==> src/hw/rtl/rmth_pkg.sv <==
// Shared types, widths and the heap ordering compare for the running median unit.
// No dependencies.
package rmth_pkg;

  localparam int unsigned DataW  = 32;
  localparam int unsigned MedW   = 33;
  localparam int unsigned CountW = 11;

  // control group passed from the sequencer to the sift engine
  typedef struct packed {
    logic start;
    logic is_max;
    logic down;
  } heap_cmd_t;

  // true when a must sit above b in a max-heap (is_max) or a min-heap
  function automatic logic outranks(logic signed [DataW-1:0] a,
                                    logic signed [DataW-1:0] b,
                                    logic is_max);
    outranks = is_max ? (a > b) : (a < b);
  endfunction

endpackage

==> src/hw/rtl/rmth_sift.sv <==
// Sift engine: moves a value from a hole up or down one heap held in RAM.
// Depends on rmth_pkg.
module rmth_sift #(
  parameter int unsigned Slots = 513
) (
  input  logic                                  clk_i,
  input  logic                                  rst_ni,
  input  rmth_pkg::heap_cmd_t                   cmd_i,
  input  logic [$clog2(Slots)-1:0]              idx_i,
  input  logic [$clog2(Slots+1)-1:0]            n_i,
  input  logic signed [rmth_pkg::DataW-1:0]     x_i,
  output logic                                  done_o,
  output logic                                  sel_lower_o,
  output logic                                  we_o,
  output logic [$clog2(Slots)-1:0]              waddr_o,
  output logic [rmth_pkg::DataW-1:0]            wdata_o,
  output logic                                  re_o,
  output logic [$clog2(Slots)-1:0]              raddr_o,
  input  logic signed [rmth_pkg::DataW-1:0]     rdata_i
);

  localparam int unsigned AW = $clog2(Slots);
  localparam int unsigned SW = $clog2(Slots + 1);
  localparam int unsigned CW = AW + 2;

  localparam logic [2:0] E_IDLE  = 3'd0;
  localparam logic [2:0] E_UPRD  = 3'd1;
  localparam logic [2:0] E_UPCMP = 3'd2;
  localparam logic [2:0] E_DNL   = 3'd3;
  localparam logic [2:0] E_DNR   = 3'd4;
  localparam logic [2:0] E_DNCMP = 3'd5;

  logic [2:0]                          state_q, state_d;
  logic                                is_max_q, is_max_d;
  logic [AW-1:0]                       i_q, i_d;
  logic [SW-1:0]                       n_q, n_d;
  logic signed [rmth_pkg::DataW-1:0]   x_q, x_d;
  logic signed [rmth_pkg::DataW-1:0]   cl_q, cl_d;
  logic                                have_r_q, have_r_d;

  logic [AW-1:0]                       parent;
  logic [CW-1:0]                       left_w, right_w, n_w;
  logic                                pick_l, pick_r;
  logic signed [rmth_pkg::DataW-1:0]   best_l;

  assign parent  = AW'((i_q - AW'(1)) >> 1);
  assign left_w  = CW'({i_q, 1'b1});
  assign right_w = left_w + CW'(1);
  assign n_w     = CW'(n_q);
  assign pick_l  = rmth_pkg::outranks(cl_q, x_q, is_max_q);
  assign best_l  = pick_l ? cl_q : x_q;
  assign pick_r  = have_r_q && rmth_pkg::outranks(rdata_i, best_l, is_max_q);
  assign sel_lower_o = is_max_q;

  always_comb begin
    state_d  = state_q;
    is_max_d = is_max_q;
    i_d      = i_q;
    n_d      = n_q;
    x_d      = x_q;
    cl_d     = cl_q;
    have_r_d = have_r_q;
    done_o   = 1'b0;
    we_o     = 1'b0;
    waddr_o  = i_q;
    wdata_o  = x_q;
    re_o     = 1'b0;
    raddr_o  = parent;
    unique case (state_q)
      E_IDLE: begin
        if (cmd_i.start) begin
          is_max_d = cmd_i.is_max;
          i_d      = idx_i;
          n_d      = n_i;
          x_d      = x_i;
          state_d  = cmd_i.down ? E_DNL : E_UPRD;
        end
      end
      E_UPRD: begin
        if (i_q == '0) begin
          we_o    = 1'b1;
          done_o  = 1'b1;
          state_d = E_IDLE;
        end else begin
          re_o    = 1'b1;
          state_d = E_UPCMP;
        end
      end
      E_UPCMP: begin
        we_o = 1'b1;
        if (rmth_pkg::outranks(x_q, rdata_i, is_max_q)) begin
          wdata_o = rdata_i;
          i_d     = parent;
          state_d = E_UPRD;
        end else begin
          done_o  = 1'b1;
          state_d = E_IDLE;
        end
      end
      E_DNL: begin
        if (left_w >= n_w) begin
          we_o    = 1'b1;
          done_o  = 1'b1;
          state_d = E_IDLE;
        end else begin
          re_o    = 1'b1;
          raddr_o = AW'(left_w);
          state_d = E_DNR;
        end
      end
      E_DNR: begin
        cl_d     = rdata_i;
        have_r_d = right_w < n_w;
        re_o     = right_w < n_w;
        raddr_o  = AW'(right_w);
        state_d  = E_DNCMP;
      end
      E_DNCMP: begin
        we_o = 1'b1;
        if (pick_r) begin
          wdata_o = rdata_i;
          i_d     = AW'(right_w);
          state_d = E_DNL;
        end else if (pick_l) begin
          wdata_o = cl_q;
          i_d     = AW'(left_w);
          state_d = E_DNL;
        end else begin
          done_o  = 1'b1;
          state_d = E_IDLE;
        end
      end
      default: state_d = E_IDLE;
    endcase
  end

  always_ff @(posedge clk_i or negedge rst_ni) begin
    if (!rst_ni) begin
      state_q <= E_IDLE;
    end else begin
      state_q <= state_d;
    end
  end

  always_ff @(posedge clk_i) begin
    is_max_q <= is_max_d;
    i_q      <= i_d;
    n_q      <= n_d;
    x_q      <= x_d;
    cl_q     <= cl_d;
    have_r_q <= have_r_d;
  end

endmodule

==> config.mk <==
export PLATFORM = sky130hd
export DESIGN_NAME = rmth_sift
export DESIGN_NICKNAME = d
export VERILOG_FILES = /design/src/hw/rtl/rmth_pkg.sv /design/src/hw/rtl/rmth_sift.sv
export SDC_FILE = /design/constraint.sdc
export NUM_CORES = 1
export LEC_CHECK = 0
export BUFFER_PORTS_ARGS = -buffer_cell sky130_fd_sc_hd__clkbuf_2
export CORE_AREA = 2 2 116 118
export DETAILED_ROUTE_END_ITERATION = 7
export DIE_AREA = 0 0 118 120
export GPL_TIMING_DRIVEN = 1
export PLACE_DENSITY = 0.93
export SYNTH_ARGS = -nofsm -noshare
export SYNTH_HDL_FRONTEND = slang
export SYNTH_SLANG_ARGS = --single-unit
==> constraint.sdc <==
create_clock -name clk_i -period 11.2 [get_ports clk_i]
set_input_delay 2.24 -clock clk_i [delete_from_list [all_inputs] [get_ports clk_i]]
set_output_delay 2.24 -clock clk_i [all_outputs]
set_load 0.05 [all_outputs]
==> results.md, run 1 <==
Finish:
- The finished layout holds 1096 standard cells, fillers aside.
- The filler cells instantiated in the layout total 1009.
- The number of antenna diodes is 0.
- The fraction of final layout cells with drive strength greater than 1 is 24.78%.
- The area added between synthesis and finish is 15.06%.
- After the last flow step, the layout net total stands at 1120.
- The end-of-flow core utilization is 67.89%.

Logic synthesis:
- Yosys attributes the largest share of cell area to sky130_fd_sc_hd__edfxtp_1 34%, sky130_fd_sc_hd__ha_1 19%, sky130_fd_sc_hd__inv_1 5.8%.
- The synthesized netlist devotes 2.287% of its cell area to XOR and XNOR gates.
- In the synthesized netlist the dominant register cell turns out to be sky130_fd_sc_hd__edfxtp_1.
- The Yosys step of the flow raised 0 warnings.
- The share of the synthesized area in the top cell type is 33.72%.
- After synthesis the cells add up to 7659 µm².
- Counting flops with a built-in enable in the synthesized netlist gives 86.
- The arithmetic-cell share of the synthesized area counting full adders, half adders and majority gates is 18.95%.
- The post-synthesis sequential element count is 89.
- After technology mapping, the gate count stands at 789.
- Summing the areas of all compound-gate instances in the mapped netlist gives 17.07% of the synthesized area.
- Counting every net in the synthesized netlist gives 994.
- The top cell type by total area after synthesis is sky130_fd_sc_hd__edfxtp_1.
- Of the total synthesized cell area, the portion taken by AND, OR, NAND and NOR gates is 12.97%.
- In this run the mean area of a mapped cell was 9.707 µm².
- The share of flip-flops with an asynchronous set or reset is 3.371%.
- By area, the combinational part of the netlist is dominated by adder cells.
- The commonest cells after synthesis are 119 x sky130_fd_sc_hd__inv_1, 116 x sky130_fd_sc_hd__ha_1, 86 x sky130_fd_sc_hd__edfxtp_1.
- sky130_fd_sc_hd__inv_1 is the most common cell in the netlist.
- Of the synthesized area, sequential elements account for 34.70%.
- The portion of synthesized area spent on multiplexers is 6.094%.
- Yosys mapped the design onto 63 distinct sky130hd cell types.

Worst setup path:
- STA classifies the critical path endpoint as a primary output.
- The reg-to-reg startpoint is x_q[22].
- The maximum fanout along the worst path is 32.
- The worst setup path is of the reg2out kind.
- The startpoint type of the worst setup path is a flip-flop.
- For the worst setup path, the data arrival time is 7.89 ns.
- The number of cells on the worst reg-to-reg path is 20.
- The start point of the critical path is x_q[22].
- Following the worst setup path forward leads to its endpoint at wdata_o[21].
- In this run the critical register-to-register path is captured at waddr_o[7].
- At the worst endpoint, the required time is 8.96 ns.
- The setup check on the worst reg-to-reg path leaves a slack of 3.83 ns.

Clocking:
- The buffer depth of the longest clock path is 2.
- The later pin in the worst-skew pair is clocked with a latency of 0.36 ns.
- The number of gates resized after CTS was 0.
- The total CTS buffers is 9.
- The tree built by TritonCTS fans out to 89 sinks.
- The cts-stage hold buffer count is 0.
- The clock-pin slew on the worst setup and hold paths is 0.06 ns.
- The cell chosen for the clock root is sky130_fd_sc_hd__clkbuf_16.
- The number of setup buffers added after CTS is 0.
- The H-tree depth is 3.
- The clock tree from TritonCTS is yes.

Run status:
- The flow ran to the end, and the final reports show no timing, DRC or antenna violations.

STA:
- The number of endpoints with negative hold slack in the final report is 0.
- Timing would allow up to 98.70 MHz.
- The final-report setup violation count is 0.
- The count of pins over their slew limit came to 0.
- Across all setup checks in the final design, the least slack found is 1.068 ns.
- Subtracting the final worst setup slack from the clock period gives 10.13 ns.
- In this run the tightest slew margin relative to its limit is 22.66%.
- The worst hold margin is 0.6566 ns.
- Setup repair after global routing left no endpoint under its margin.
- For the final routed database, the setup TNS stands at 0 ns.
- Clock skew on the completed layout was measured at 0.006952 ns.
- At the pin with the least slew margin, the transition time is 1.155 ns.
- In the finished design, the share of the clock period the worst path needs comes to 90.46%.

Floorplan:
- After floorplanning, the core was divided into 42 placement rows.
- The die span in x is 118 µm.
- The overall die area is 14160 µm².
- 145 I/O pins were placed.
- The core region is 12980 µm².
- The initial utilization of the core area, before any placement, comes to 59.00%.
- The height of the die is 120 µm.

Power and ir drop:
- Summed over all cells, the static leakage comes to 0.004146 µW.
- Dividing total power by cell area gives a power density of 287.4 nW/µm².
- Across the VDD grid, the largest voltage drop is 0.3121 mV.

Job:
- The max-capacitance violation count is 0.

Place:
- The routability congestion estimate is 0.9508.
- Once detailed placement completed, the half-perimeter wirelength came to 15.71 mm.
- The count of buffers added on input and output ports is 144.
- The worst slack at placement is 1.583 ns.
- In this run, placement finished with an instance count of 1080.

Route:
- The count of TritonRoute iterations in the first routing pass is 5.
- The via count is 6818.
- In the routed layout, each cell is associated on average with a via count of 6.221.
- After detailed routing, the average wire length per cell comes to 19.06 µm.
- For this block, the routed nets add up to 20.89 mm of wire.
- The DRC violation count after routing is 0.
- The count of antenna-violating nets left after detailed routing is 0.
- After the first detailed-routing iteration, the DRC count stood at 655.

GRT:
- The wire length of the first global-routing pass is 32.94 mm.
- The initial antenna violation count is 0.
- The number of global-route vias before repair is 6639.
- For this run, the total global-route usage over all layers was measured as 29.65%.
- The global-route congestion overflow total is 0.
- Entering global routing, the biggest net connects 44 pins.

Worst hold path:
- The class of the most critical hold timing path is reg2reg.
-- registers in the layout (all words and copies together), names as in the netlist --
name / cells
have_r_q: 1
n_q: 10
sel_lower_o: 1
x_q: 32
waddr_o: 10
state_q: 3
cl_q: 32
-- power breakdown --
group,leakage [µW],internal [µW],switching [µW],total (µW)
clock network,0.000149,201,133,334
registers,0.000834,474,118,592
logic,0.00316,526,1080,1610
-- worst min-delay path by stage --
stage | start | cells past startpoint | end
2_1_floorplan | state_q[0] | 2 | state_q[1]
3_3_place_gp | state_q[2] | 1 | state_q[1]
3_5_place_dp | state_q[2] | 1 | state_q[1]
4_1_cts | state_q[2] | 1 | state_q[1]
5_1_grt | state_q[2] | 1 | state_q[1]
6_report | state_q[2] | 1 | state_q[1]
-- cells by family after synthesis --
family          Yosys count
simple gates            197
compound gates          172
buf+inv                 153
fa+ha+maj               116
flops                    89
mux                      42
xor+xnor                 20
-- per-layer routing --
layer	track usage [%]	routed length (µm)
met4	14.46	745
met1	35.16	8029
met3	6.654	2014
met2	50.94	10100
met5	0	0
-- placed cells by master (no fill, tap or decap), drive strengths merged, types with 9 or more instances in the layout --
cell	netlist	layout
mux2i	11	11
a21o	10	10
nand2	38	38
xnor2	15	15
nand3	51	51
nand4	23	23
o211ai	11	11
a21oi	37	37
edfxtp	86	86
nor2b	9	9
o221a	32	32
ha	116	116
nor2	34	34
inv	119	119
o21ai	32	32
mux2	31	31
clkbuf	23	155
and3	9	9
-- final cells by class --
class	instances	area [µm²]	area share, %
timing repair buffer	148	750.7	8.519
inverter	120	450.4	5.111
multi-input combinational	547	4412	50.06
tap	176	220.2	2.499
clock buffer	11	242.7	2.755
clock inverter	5	78.83	0.8945
sequential	89	2658	30.16
-- through the flow --
stage               total power (µW)  instance area [µm²]
detailed placement              2184                 8491
global route                    2678                 8812
finish                          2532                 8812
global placement                2137                 8491
floorplan                       1803                 7659
CTS                             2521                 8812
-- worst max-delay path, cell delays in order (launching register included) --
cell	delay, ns
sky130_fd_sc_hd__edfxtp_1	0.38
sky130_fd_sc_hd__inv_1	0.08
sky130_fd_sc_hd__ha_1	0.35
sky130_fd_sc_hd__a21oi_1	0.22
sky130_fd_sc_hd__nand2_1	0.08
sky130_fd_sc_hd__a221o_1	0.32
sky130_fd_sc_hd__a2111oi_0	0.56
sky130_fd_sc_hd__nand2_1	0.20
sky130_fd_sc_hd__mux2i_4	0.75
sky130_fd_sc_hd__buf_4	0.36
sky130_fd_sc_hd__mux2_2	0.37
sky130_fd_sc_hd__inv_1	0.06
sky130_fd_sc_hd__ha_1	0.23
sky130_fd_sc_hd__a21o_1	0.18
sky130_fd_sc_hd__a21oi_1	0.13
sky130_fd_sc_hd__o221ai_1	0.17
sky130_fd_sc_hd__a211oi_1	0.50
sky130_fd_sc_hd__a21o_1	0.21
sky130_fd_sc_hd__nand4_1	0.67
sky130_fd_sc_hd__a21boi_4	1.06
sky130_fd_sc_hd__o221a_2	0.35
sky130_fd_sc_hd__clkbuf_2	0.27
(Power assumes the default switching activity.)
==> run 2, diff against run 1 <==
--- a/config.mk
+++ b/config.mk
@@ -10,7 +10,7 @@
 export DETAILED_ROUTE_END_ITERATION = 7
 export DIE_AREA = 0 0 118 120
 export GPL_TIMING_DRIVEN = 1
-export PLACE_DENSITY = 0.93
+export PLACE_DENSITY = 0.9
 export SYNTH_ARGS = -nofsm -noshare
 export SYNTH_HDL_FRONTEND = slang
 export SYNTH_SLANG_ARGS = --single-unit
==> run 2 against run 1 <==
  * Clock skew increased by 0.0038 ns
  * Global-route usage increased by 0.26 points
  * Combinational power about the same
  * Critical path depth unchanged
  * Worst setup slack improved by 1.2 ns
  * Worst hold slack got worse by 0.0071 ns
  * Die area unchanged
  * Via count increased by 0.66%
  * First-iteration DRC count decreased by 15%
  * Critical path type unchanged
  * Critical endpoint is now wdata_o[27]
==> results.md, run 2 (same netlist as run 1, synthesis figures left out) <==
Run status:
- The flow ran to the end, and the final reports show no timing, DRC or antenna violations.

Finish:
- In the final layout, the registers with the most flip-flops are cl_q x32, x_q x32.
- The net count of the finished layout is 1121 (+0.089%).
- The number of fill cells in the layout was 1044 (+3.5%).
- The fraction of final layout cells with drive strength greater than 1 is 25.08% (+0.30 points).
- The number of antenna diodes came to 0 (unchanged).
- In the layout the commonest cells are 144 x sky130_fd_sc_hd__clkbuf_2, 118 x sky130_fd_sc_hd__inv_1, 116 x sky130_fd_sc_hd__ha_1.
- The most common cell after layout, fill and taps aside is sky130_fd_sc_hd__clkbuf_2.
- The area added between synthesis and finish is 15.23%.

Worst setup path:
- The depth of the worst register-to-register path is 21 (+5.0%).
- The startpoint type of the worst setup path is a flip-flop.
- The most used cell along the critical path is sky130_fd_sc_hd__nand4_1.
- The required arrival time at the worst endpoint is 8.96 ns (about the same).
- By startpoint and endpoint, the worst setup path is classified as reg2out.
- The count of buffering cells on the critical path with inverters included is 4 (unchanged).
- STA classifies the critical path endpoint as a primary output.
- Among cell families on the critical path, the largest total delay comes from compound AO/OA/AOI/OAI gates.
- Walking the worst path, the cells encountered are inv_1 > ha_1 > a21oi_1 > o21ai_1 > a221o_1 > a2111oi_0 > nand2_1 > mux2i_4 > buf_4 > mux2_2 > inv_1 > ha_1 > nand4_1 > nor4_1 > o21ai_0 > a31o_2 > nand4_1 > nand4_1 > a21boi_4 > o221a_1 > clkbuf_2.
- The cell depth of the worst setup path is 21 (unchanged).
- The arrival time at the worst endpoint is 6.68 ns (-1.21 ns).
- The cell with the biggest individual delay on the critical path is sky130_fd_sc_hd__a21boi_4.
- The largest stage delay on the critical path came to 0.74 ns (-0.32 ns).
- The maximum fanout along the worst path is 32 (unchanged).

Power and ir drop:
- The ratio of total power to cell area is 287.7 nW/µm² (+0.11%).
- The internal power contribution is 1199 µW (-0.20%).
- The leakage power summed over all cells is 0.004154 µW (+0.20%).
- The power dissipated by switching net loads was 1340 µW (+0.65%).
- The total power after layout is 2539 µW (+0.25%).
- The proportion of power drawn by flip-flops and latches is 23.3% (about the same).
- The clock network fraction of total power is 13.3% (about the same).
- The switching share of power was 52.78% (+0.21 points).
- The fraction of power consumed by combinational cells is 63.5% (about the same).
- The worst vdd rail ir drop is 0.3267 mV (+4.7%).

Clocking:
- The clock latency on the worst-skew pair is 0.36 ns (about the same).
- Clock tree synthesis selected as its root buffer the cell sky130_fd_sc_hd__clkbuf_16.
- The cts-stage hold buffer count was 0 (unchanged).
- The clock-pin slew on the worst setup and hold paths is 0.07 ns (about the same).
- The sink count of the clock tree was 89 (unchanged).
- The buffer depth of the longest clock path came to 2 (unchanged).
- The H-tree depth is 3 (unchanged).
- TritonCTS built the clock tree.
- The total CTS buffers is 9 (unchanged).
- The number of resized instances in the post-cts repair step is 0 (unchanged).
- The total setup buffers inserted after CTS is 0 (unchanged).

Floorplan:
- The overall die area came to 14160 µm² (unchanged).
- The number of cell rows is 42 (unchanged).
- The die span in x is 118 µm (unchanged).
- The core outline area is 12980 µm² (unchanged).
- The number of top-level pins is 145 (unchanged).
- The height of the die is 120 µm (unchanged).
- The starting density of the core came to 59.00% (unchanged).

GRT:
- The global-route congestion overflow total was 0 (unchanged).
- The initial antenna violation count is 0 (unchanged).
- The maximum number of pins on one net before global-route repair is 44 (unchanged).
- The wire length of the first global-routing pass was 33.33 mm (+1.2%).
- The total routing resource utilization after global routing is 29.91% (+0.26 points).
- The number of global-route vias before repair came to 6702 (+0.95%).

Worst hold path:
- The number of stages on the worst hold path is 1 (unchanged).
- In this run the worst hold path is classified as reg2reg.

STA:
- The post-layout minimum cycle time is 8.920 ns (-1.211 ns).
- The number of endpoints with negative hold slack in the final report is 0 (unchanged).
- The clock skew after layout was 0.01078 ns (+0.003830 ns).
- The post-layout worst setup margin is 2.280 ns (+1.211 ns).
- The count of pins over their slew limit came to 0 (unchanged).
- The transition at the pin with the smallest max-transition slack is 1.160 ns (+0.005230 ns).
- The maximum operating frequency is 112.1 MHz (+14%).
- The period utilization came to 79.65% (-11 points).
- The setup total negative slack came to 0 ns (unchanged).
- Setup repair after global routing left no endpoint under its margin.
- The final-report setup violation count came to 0 (unchanged).
- The relative max-transition margin is 22.31% (-0.35 points).

Route:
- The initial detailed-routing violation count is 559 (-15%).
- The DRC violation count after routing came to 0 (unchanged).
- The count of antenna-violating nets left after detailed routing came to 0 (unchanged).
- The per-cell via count in the routed design is 6.256 (+0.57%).
- The via count came to 6863 (+0.66%).
- The overall routed net length is 20.98 mm (+0.44%).
- The count of TritonRoute iterations in the first routing pass came to 6 (+1).
- The average wire per standard cell is 19.12 µm (+0.35%).

Job:
- The max-capacitance violation count is 0 (unchanged).

Place:
- The routability congestion estimate is 0.9709 (+2.1%).
- The count of input and output buffers was 144 (unchanged).
- The placed wire-length estimate is 15.80 mm (+0.59%).
- The worst slack at placement is 2.740 ns (+1.157 ns).
-- run 2: cell count changes in the layout (fill, tap and decap cells not counted), sizes merged --
cell,before,now
inv,119,121
buf,4,5
clkbuf,155,153
-- run 2: worst paths after layout --
| kind | startpoint | end | slack, ns |
|---|---|---|---|
| worst max-delay path | x_q[17] | wdata_o[27] | 2.28 |
| worst min-delay path | state_q[2] | state_q[1] | 0.65 |
| worst max register to register | x_q[17] | waddr_o[0] | 4.55 |
| worst min register to register | state_q[2] | state_q[1] | 0.65 |
| max in group asynchronous | rst_ni | state_q[1] | 9.39 |
| min in group asynchronous | rst_ni | state_q[0] | 1.68 |
-- run 2: power groups by stage --
stage	Sequential, µW	Combinational (µW)	Clock, µW
2_1_floorplan	590	1210	0
3_3_place_gp	590	1550	0
3_5_place_dp	592	1590	0
4_1_cts	586	1600	340
5_1_grt	603	1730	353
6_report	591	1610	337
-- run 2: worst reg2reg max path: cells and delay by family, from the launching register on --
| family | cells | cell delay [ns] |
|---|---|---|
| mux | 2 | 0.87 |
| simple gates | 5 | 1.07 |
| buf+inv | 4 | 0.83 |
| flops | 1 | 0.40 |
| compound gates | 8 | 2.61 |
| fa+ha+maj | 2 | 0.47 |
-- run 2: per-stage QoR --
stage,cells,cell area [µm²],hold slack [ns],utilization [%]
after floorplan,789,7659,0.6496,-
after global placement,1081,8498,0.6397,65.47
after detailed placement,1081,8498,0.6438,65.47
after CTS,1097,8825,0.6493,67.99
after global routing,1097,8825,0.6859,67.99
final,1097,8825,0.6494,67.99
-- run 2: cell type report --
type | count | area, µm² | share of cell area, %
repair buffers | 149 | 758.2 | 8.592
flip-flops and latches | 89 | 2658 | 30.11
clock inverters | 7 | 101.3 | 1.148
clock buffers | 9 | 225.2 | 2.552
well taps | 176 | 220.2 | 2.495
inverters | 120 | 450.4 | 5.104
multi-input cells | 547 | 4412 | 49.99
-- run 2: per-layer routing --
| metal | routed length (µm) | up-vias | global-route usage, % |
|---|---|---|---|
| li1 | - | 3196 | - |
| met2 | 10070 | 392 | 51.16 |
| met1 | 8149 | 3217 | 35.74 |
| met4 | 779 | 0 | 12.88 |
| met3 | 1976 | 58 | 7.700 |
| met5 | 0 | - | 0 |
==> run 3, diff against run 2 <==
--- a/config.mk
+++ b/config.mk
@@ -6,11 +6,11 @@
 export NUM_CORES = 1
 export LEC_CHECK = 0
 export BUFFER_PORTS_ARGS = -buffer_cell sky130_fd_sc_hd__clkbuf_2
-export CORE_AREA = 2 2 116 118
+export CORE_AREA = 2 2 125 127
 export DETAILED_ROUTE_END_ITERATION = 7
-export DIE_AREA = 0 0 118 120
+export DIE_AREA = 0 0 127 129
 export GPL_TIMING_DRIVEN = 1
-export PLACE_DENSITY = 0.9
+export PLACE_DENSITY = 0.82
 export SYNTH_ARGS = -nofsm -noshare
 export SYNTH_HDL_FRONTEND = slang
 export SYNTH_SLANG_ARGS = --single-unit
==> constraint.sdc (replaced) <==
create_clock -name clk_i -period 7.17 [get_ports clk_i]
set_input_delay 1.434 -clock clk_i [delete_from_list [all_inputs] [get_ports clk_i]]
set_output_delay 1.434 -clock clk_i [all_outputs]
set_load 0.05 [all_outputs]
==> run 3 against run 2 <==
  * The run now ends with setup timing left
  * First-iteration DRC count rose by 34%
  * Via count increased by 13%
  * Global-route usage decreased by 2.0 points
  * Largest cell class unchanged
  * Design area grew 20%
==> results.md, run 3 (same netlist as run 1, synthesis figures left out) <==
Run status:
- The run finished, with violations left.
- The final reports fail on setup timing.

Clocking:
- CTS placed an instance of sky130_fd_sc_hd__clkbuf_16 at the clock tree root.
- The buffer depth of the longest clock path is 2 (unchanged).
- The total CTS buffers is 9 (unchanged).
- The sink count of the clock tree is 89 (unchanged).
- The H-tree depth is 3 (unchanged).
- The clock-pin slew on the worst setup and hold paths was 0.07 ns (about the same).
- The clock latency on the worst-skew pair is 0.37 ns (about the same).
- TritonCTS built the clock tree.
- The cts-stage hold buffer count is 0 (unchanged).

Finish:
- The largest registers in the layout are cl_q x32, x_q x32.
- The most common cell after layout, fill and taps aside is sky130_fd_sc_hd__clkbuf_2.
- The net count of the finished layout came to 1197 (+6.8%).
- Relative to the synthesized area, the layout overhead comes to 37.76%.
- The fraction of final layout cells with drive strength greater than 1 is 36.81% (+12 points).
- Leaving out fill and tap cells, the most frequent cells in the layout are 112 x sky130_fd_sc_hd__clkbuf_2, 104 x sky130_fd_sc_hd__inv_1, 97 x sky130_fd_sc_hd__ha_1.
- The number of fill cells in the layout is 968 (-7.3%).
- The end-of-flow core utilization is 70.44% (+2.5 points).

Floorplan:
- The die span in x is 127 µm (+7.6%).
- The core outline area came to 14980 µm² (+15%).
- The overall die area is 16380 µm² (+16%).
- The height of the die came to 129 µm (+7.5%).
- The number of cell rows is 45 (+7.1%).
- The number of top-level pins is 145 (unchanged).
- The starting density of the core is 51.14% (-7.9 points).

Worst setup path:
- The depth of the worst register-to-register path is 24 (+14%).
- The maximum fanout along the worst path is 6 (-81%).
- The endpoint identified for the worst register-to-register timing path is waddr_o[1].
- The endpoint of the most critical setup path is wdata_o[30].
- The slack of the worst reg-to-reg path is 1.28 ns (-3.27 ns).
- The arrival time at the worst endpoint was 6.06 ns (-0.62 ns).
- The path type of the worst setup path is reg2out.
- The start point of the critical path is cl_q[23].
- The required arrival time at the worst endpoint is 5.74 ns (-3.22 ns).
- STA classifies the critical path endpoint as a primary output.
- STA classifies the critical path startpoint as a flip-flop.
- The reg-to-reg startpoint is cl_q[23].

Power and ir drop:
- The switching share of power is 49.88% (-2.9 points).
- The fraction of power consumed by combinational cells was 70.4% (+6.9 points).
- The internal power contribution came to 2470 µW (+110%).
- The ratio of total power to cell area is 467.0 nW/µm² (+62%).
- The power dissipated by switching net loads is 2458 µW (+83%).
- The leakage power summed over all cells came to 0.004841 µW (+17%).
- The clock network fraction of total power is 10.8% (-2.5 points).
- The proportion of power drawn by flip-flops and latches is 18.8% (-4.5 points).
- The worst vdd rail ir drop is 0.4981 mV (+52%).

GRT:
- The total routing resource utilization after global routing was 27.90% (-2.0 points).
- The wire length of the first global-routing pass is 35.38 mm (+6.1%).
- The initial antenna violation count is 1 (+1).
- The maximum number of pins on one net before global-route repair is 44 (unchanged).
- The number of global-route vias before repair came to 6814 (+1.7%).
- The global-route congestion overflow total is 0 (unchanged).

STA:
- The relative max-transition margin is 27.50% (+5.2 points).
- Dividing the final minimum period by the clock period gives 104.5%.
- Subtracting the final worst setup slack from the clock period gives 7.495 ns.
- The number of endpoints with negative hold slack in the final report is 0 (unchanged).
- Based on the critical path, the design can be clocked at up to 133.4 MHz.
- The worst hold margin is 0.6405 ns (-0.008966 ns).
- The post-layout worst setup margin was -0.3248 ns (-2.604 ns).
- The count of pins over their slew limit came to 0 (unchanged).
- The transition at the pin with the smallest max-transition slack is 1.088 ns (-0.07272 ns).
- The clock skew after layout came to 0.008708 ns (-0.002074 ns).
- The final-report setup violation count was 33 (+33).
- Setup repair after global routing could not meet its margin everywhere.

Route:
- The initial detailed-routing violation count came to 748 (+34%).
- The average wire per standard cell is 23.46 µm (+23%).
- The via count is 7742 (+13%).
- The count of TritonRoute iterations in the first routing pass was 7 (+1).
- The DRC violation count after routing is 0 (unchanged).
- The per-cell via count in the routed design is 6.528 (+4.3%).
- The overall routed net length is 27.82 mm (+33%).
- The count of antenna-violating nets left after detailed routing is 0 (unchanged).

Job:
- The max-capacitance violation count is 0 (unchanged).

Place:
- The count of input and output buffers is 144 (unchanged).
- The placed wire-length estimate was 16.07 mm (+1.7%).
- The routability congestion estimate is 0.8973 (-7.6%).

Worst hold path:
- The class of the most critical hold timing path is reg2reg.
[run 3: how the worst min path moves through the flow]
stage                     startpoint         end  slack, ns  cells past startpoint
final                     state_q[2]  state_q[1]       0.64                      1
after global routing      state_q[2]  state_q[1]       0.66                      1
after CTS                 state_q[2]  state_q[1]       0.64                      1
after detailed placement  state_q[2]  state_q[1]       0.63                      1
after global placement    state_q[2]  state_q[1]       0.64                      1
after floorplan           state_q[0]  state_q[1]       0.65                      2
[run 3: worst max-delay path, cell delays in order (launching register included)]
cell and delay, ns:
sky130_fd_sc_hd__edfxtp_1 0.45, sky130_fd_sc_hd__ha_1 0.40, sky130_fd_sc_hd__nand4_1 0.18, sky130_fd_sc_hd__buf_4 0.19, sky130_fd_sc_hd__nor3_1 0.30, sky130_fd_sc_hd__nand2_1 0.15, sky130_fd_sc_hd__a31o_2 0.26, sky130_fd_sc_hd__nand2_2 0.10
sky130_fd_sc_hd__mux2i_4 0.26, sky130_fd_sc_hd__buf_6 0.16, sky130_fd_sc_hd__buf_8 0.14, sky130_fd_sc_hd__mux2_4 0.31, sky130_fd_sc_hd__inv_1 0.12, sky130_fd_sc_hd__ha_4 0.22, sky130_fd_sc_hd__nand4_1 0.21, sky130_fd_sc_hd__nor2_2 0.10
sky130_fd_sc_hd__a221oi_2 0.38, sky130_fd_sc_hd__a31o_4 0.24, sky130_fd_sc_hd__a21o_1 0.16, sky130_fd_sc_hd__nand4_1 0.13, sky130_fd_sc_hd__buf_6 0.16, sky130_fd_sc_hd__buf_12 0.12, sky130_fd_sc_hd__nand2b_4 0.24, sky130_fd_sc_hd__clkbuf_16 0.26
sky130_fd_sc_hd__o221a_1 0.28, sky130_fd_sc_hd__buf_8 0.16
[run 3: repair_timing]
action                     in CTS  in global routing
pin swaps                       8                 39
resized for setup              57                194
setup endpoints to repair      33                 33
cloned                          2                  4
buffers inserted               11                 21
[run 3: stage by stage]
| stage | instance area, µm² | power (µW) | setup slack [ns] | setup TNS (ns) | instances |
|---|---|---|---|---|---|
| 2_1_floorplan | 7659 | 2816 | 0.6287 | 0 | 789 |
| 3_3_place_gp | 8826 | 3499 | -0.2362 | -6.805 | 1133 |
| 3_5_place_dp | 8826 | 3548 | -0.2556 | -7.707 | 1133 |
| 4_1_cts | 9490 | 4247 | 0.0001736 | 0 | 1162 |
| 5_1_grt | 10550 | 5141 | -0.3698 | -10.60 | 1186 |
| 6_report | 10550 | 4927 | -0.3248 | -9.142 | 1186 |
[run 3: per-layer routing]
layer / wire (µm) / vias to the layer above / GRT usage (%) / part of all wire, %
li1: - / 3354 / - / -
met1: 9780 / 3597 / 34.37 / 35
met2: 12990 / 629 / 46.52 / 47
met3: 3117 / 162 / 7.526 / 11
met4: 1927 / 0 / 11.76 / 6.9
met5: 0 / - / 0 / 0
[run 3: layout make-up]
class	count	area (µm²)	area share (%)
Sequential cell	89	2658	25.19
Timing Repair Buffer	224	1793	16.99
Multi-Input combinational cell	548	5086	48.21
Inverter	120	455.4	4.317
Clock buffer	10	229.0	2.170
Antenna cell	1	2.502	0.02372
Tap cell	188	235.2	2.230
Clock inverter	6	91.34	0.8658
[run 3: power by group through the flow]
| stage | sequential [µW] | combinational, µW | clock (µW) |
|---|---|---|---|
| after floorplan | 921 | 1900 | 0 |
| after global placement | 922 | 2580 | 0 |
| after detailed placement | 925 | 2620 | 0 |
| after CTS | 913 | 2800 | 530 |
| after global routing | 946 | 3650 | 546 |
| final | 926 | 3470 | 531 |
